File: config.mk
export PLATFORM = sky130hd
export DESIGN_NAME = pctd_queue
export DESIGN_NICKNAME = d
export VERILOG_FILES = /design/src/hw/rtl/pctd_pkg.sv /design/src/hw/rtl/pctd_queue.sv
export SDC_FILE = /design/constraint.sdc
export NUM_CORES = 1
export LEC_CHECK = 0
export BUFFER_PORTS_ARGS = -buffer_cell sky130_fd_sc_hd__buf_4
export CAP_MARGIN = 10
export CORE_ASPECT_RATIO = 1.75
export CORE_MARGIN = 2
export CORE_UTILIZATION = 57
export CTS_CLUSTER_DIAMETER = 80
export DETAILED_ROUTE_END_ITERATION = 16
export HOLD_SLACK_MARGIN = 0.02
export PLACE_DENSITY_LB_ADDON = 0.1
export SETUP_SLACK_MARGIN = 0.15
export SYNTH_ARGS = -nofsm -noshare
export SYNTH_HDL_FRONTEND = slang
export SYNTH_SLANG_ARGS = --single-unit
File: constraint.sdc
create_clock -name clk -period 2.75 [get_ports clk]
set_input_delay 0.275 -clock clk [delete_from_list [all_inputs] [get_ports clk]]
set_output_delay 0.275 -clock clk [all_outputs]
set_load 0.01 [all_outputs]
File: src/hw/rtl/pctd_pkg.sv
// Shared types and constants for the trial-division prime counter.
`timescale 1ns / 1ps

package pctd_pkg;

    localparam int VALUE_WIDTH = 31;
    localparam int DIV_W       = VALUE_WIDTH / 2 + 2;
    localparam int SQ_W        = VALUE_WIDTH + 2;
    localparam int BIT_W       = $clog2(VALUE_WIDTH);
    localparam int QUEUE_DEPTH = 4;
    localparam int QPTR_W      = $clog2(QUEUE_DEPTH);
    localparam int FIRST_DIV   = 5;

    typedef logic [VALUE_WIDTH-1:0] value_t;

    typedef enum logic [2:0] {
        KIND_RESTART,
        KIND_DONE,
        KIND_COMPOSITE,
        KIND_PRIME,
        KIND_TRIAL
    } kind_t;

    typedef struct packed {
        kind_t  kind;
        value_t cand;
    } entry_t;

    typedef struct packed {
        logic   valid;
        entry_t entry;
    } qport_t;

    typedef enum logic [1:0] {
        ST_IDLE,
        ST_CHECK,
        ST_DIVIDE,
        ST_EMIT
    } back_state_t;

endpackage

File: src/hw/rtl/pctd_queue.sv
// Short FIFO of classified work between the front and back ends.
`timescale 1ns / 1ps

module pctd_queue
    import pctd_pkg::*;
(
    input  logic   clk,
    input  logic   rst_n,
    input  qport_t push,
    output logic   full,
    output qport_t head,
    input  logic   pop
);

    entry_t            slot_reg [QUEUE_DEPTH];
    logic [QPTR_W-1:0] wr_ptr_reg;
    logic [QPTR_W-1:0] rd_ptr_reg;
    logic [QPTR_W:0]   cnt_reg;
    logic              do_push;
    logic              do_pop;

    assign full       = (cnt_reg == (QPTR_W+1)'(QUEUE_DEPTH));
    assign head.valid = (cnt_reg != '0);
    assign head.entry = slot_reg[rd_ptr_reg];
    assign do_push    = push.valid && !full;
    assign do_pop     = pop && head.valid;

    always_ff @(posedge clk)
    begin
        if (do_push)
            slot_reg[wr_ptr_reg] <= push.entry;
    end

    always_ff @(posedge clk or negedge rst_n)
    begin
        if (!rst_n)
        begin
            wr_ptr_reg <= '0;
            rd_ptr_reg <= '0;
            cnt_reg    <= '0;
        end
        else
        begin
            if (do_push)
                wr_ptr_reg <= wr_ptr_reg + QPTR_W'(1);
            if (do_pop)
                rd_ptr_reg <= rd_ptr_reg + QPTR_W'(1);
            unique case ({do_push, do_pop})
                2'b10:   cnt_reg <= cnt_reg + (QPTR_W+1)'(1);
                2'b01:   cnt_reg <= cnt_reg - (QPTR_W+1)'(1);
                default: cnt_reg <= cnt_reg;
            endcase
        end
    end

endmodule

==> results.cfg <==
[drt]
drc_errors = 0
routed_wl_um = 9390
vias = 2427
drtAntennaViolNets = 0
vias_per_cell = 5.47
wl_per_cell_um = 21.2
drt_iter0_drc = 88
drtPass1Iterations = 4

[sta]
setup_tns_ps = 0
rsz0062_at_grt = no
hold_violations = 0
post-route-min-period_ps = 2320
drv_slew = 0
holdWs_ps = 59.7
max_freq_mhz = 431
period_share_pct = 84.3
clock_skew_ps = 7.79
worst_pin_slew_ps = 436
setup_viol = 0
max_slew_margin_pct = 70.9

[cells_and_area]
fillCellCount = 560
n_antenna_cell = 0
final_cell_mix = edfxtp_1 (136), buf_4 (79), mux4_2 (28), clkbuf_16 (17)
largest_register_ffs = 136
final_nets = 353
drive_above_1_share_pct = 45.7
final_common_cell = edfxtp_1
synthToLayoutAreaGrowth_pct = 24.8

[synth]
synth_area_um2 = 5390
yosys_warnings = 0
synth_fa_ha_area_share_pct = 1.53
synth_xor_area_share_pct = 0.976
synth_compound_area_share_pct = 0.163
synth-seq-cells = 143
synth_seq_area_share_pct = 79.1
synth_fp_nets = 259
synthMuxAreaShare_pct = 15.0
synth.distinct_cells = 21
syn_inst = 215
synth_top_family_by_area = multiplexers
syn_area_per_cell_um2 = 25.1
synthSimpleGateAreaFrac_pct = 1.11

[die]
dieArea_um2 = 10300
ios = 74
die_w_um = 77.5
fp-row-count = 47
dieHeight_um = 133
coreArea_um2 = 9350
initial_utilization_pct = 57.6

[global_routing]
grt_max_degree = 30
grtUsageTotal_pct = 20.2
grt.overflow.total = 0
antenna_found_initial = 0
grt_pass1_vias = 2685
grt_pass1_wl_um = 14600

[worst_setup_path]
critPathArrivalTime_ps = 2040
critical_path_class = reg2out
path_max_fanout = 21
cpPeakStageDelay_ps = 690
crit_slowest_cell = dfrtp_4
critPathCaptureType = primary output
critPathBufInv = 2
cp.required_ps = 2480
critPathLaunchType = flop
crit_chain = buf_12, mux4_2, buf_4
path_delay_family = flip-flops

[clock_network]
clockBufferDepth = 2
path_clk_slew_ps = 50
cts_post_setup_buffers_inserted = 0
clockRootBuffer = clkbuf_16
cts.sinks = 143
cts_tree = built
clk_latency_ps = 420
cts_buffers = 17
ctsHtreeMaxLevel = 4

[min_path]
hold_path_class = in2reg

[run]
maxCapViolCount = 0

[outcome]
status = finished clean

[power]
ir_worst_vdd_uv = 828
p_leak_nw = 2.41
power.density_nw_per_um2 = 1130

[placement]
io_buffers = 73
place.gp.congestion = 0.708
dpl.hpwl_um = 6040
## routing by layer
| layer | track usage [%] | share of wire [%] | vias up |
|---|---|---|---|
| met2 | 35.0 | 57 | 68 |
| li1 | - | - | 1088 |
| met3 | 6.96 | 3.9 | 15 |
| met5 | 0 | 0 | - |
| met4 | 8.73 | 2.3 | 0 |
| met1 | 22.5 | 37 | 1256 |
## power by group
group	total, mW	internal (mW)	switching (mW)
sequential	3.16	2.90	0.266
combinational	2.13	1.16	0.963
clock	2.30	1.50	0.800
total	7.59	5.56	2.03
## cells in the mapped netlist
master	number	share of area, %
or3_1	1	0.12
buf_2	4	0.37
ha_1	5	1.2
mux2_2	1	0.21
nor3b_2	1	0.23
nor2b_2	1	0.16
mux4_1	6	2.9
nor2_1	1	0.070
xor2_1	3	0.49
buf_6	1	0.21
o31a_1	1	0.16
dfrtp_1	7	3.3
mux2i_1	1	0.19
buf_12	3	1.1
and2_1	4	0.46
fa_1	1	0.37
nand2_1	1	0.070
edfxtp_1	136	76
mux4_2	28	12
xnor2_1	3	0.49
inv_1	6	0.42
## cells by family after synthesis
logic type,after synthesis
AO/OA/AOI/OAI,1
XOR/XNOR,6
adder cells (fa/ha/maj),6
buffers and inverters,14
flip-flops,143
multiplexers,36
AND/OR/NAND/NOR,9
## timing repair
| action | in CTS | in global routing |
|---|---|---|
| gates resized for setup | 0 | 1 |
| endpoints found under the hold margin | 7 | 0 |
| endpoints found under the setup margin | 0 | 3 |
| hold buffers | 1 | 0 |
## cell type report
| type | count | area (um^2) | share of cell area [%] |
|---|---|---|---|
| Inverter | 6 | 22.5 | 0.335 |
| Timing Repair Buffer | 83 | 663 | 9.86 |
| Clock inverter | 14 | 173 | 2.57 |
| Multi-Input combinational cell | 58 | 1020 | 15.1 |
| Clock buffer | 18 | 429 | 6.38 |
| Tap cell | 122 | 153 | 2.27 |
| Sequential cell | 143 | 4260 | 63.4 |
## through the flow
step	cells	power [mW]	instance area [um^2]	utilization, %	setup WS [ps]
2_1_floorplan	215	4.46	5390	-	689
3_3_place_gp	411	5.32	6110	65.3	675
3_5_place_dp	411	5.38	6110	65.3	655
4_1_cts	444	7.69	6720	71.9	198
5_1_grt	444	7.91	6720	71.9	317
6_report	444	7.59	6720	71.9	432
## path summary, 6_finish.rpt
kind,slack (ps),end,startpoint,cells after the start
max,430,head[22],rd_ptr_reg[0],3
min,60,slot_reg[0][2],push[2],1
max reg2reg,740,cnt_reg[2],cnt_reg[0],9
min reg2reg,510,cnt_reg[2],cnt_reg[2],1
max in group asynchronous,2390,rd_ptr_reg[1],rst_n,2
min in group asynchronous,210,cnt_reg[2],rst_n,2
No activity file was read; power rests on OpenSTA's default activity.
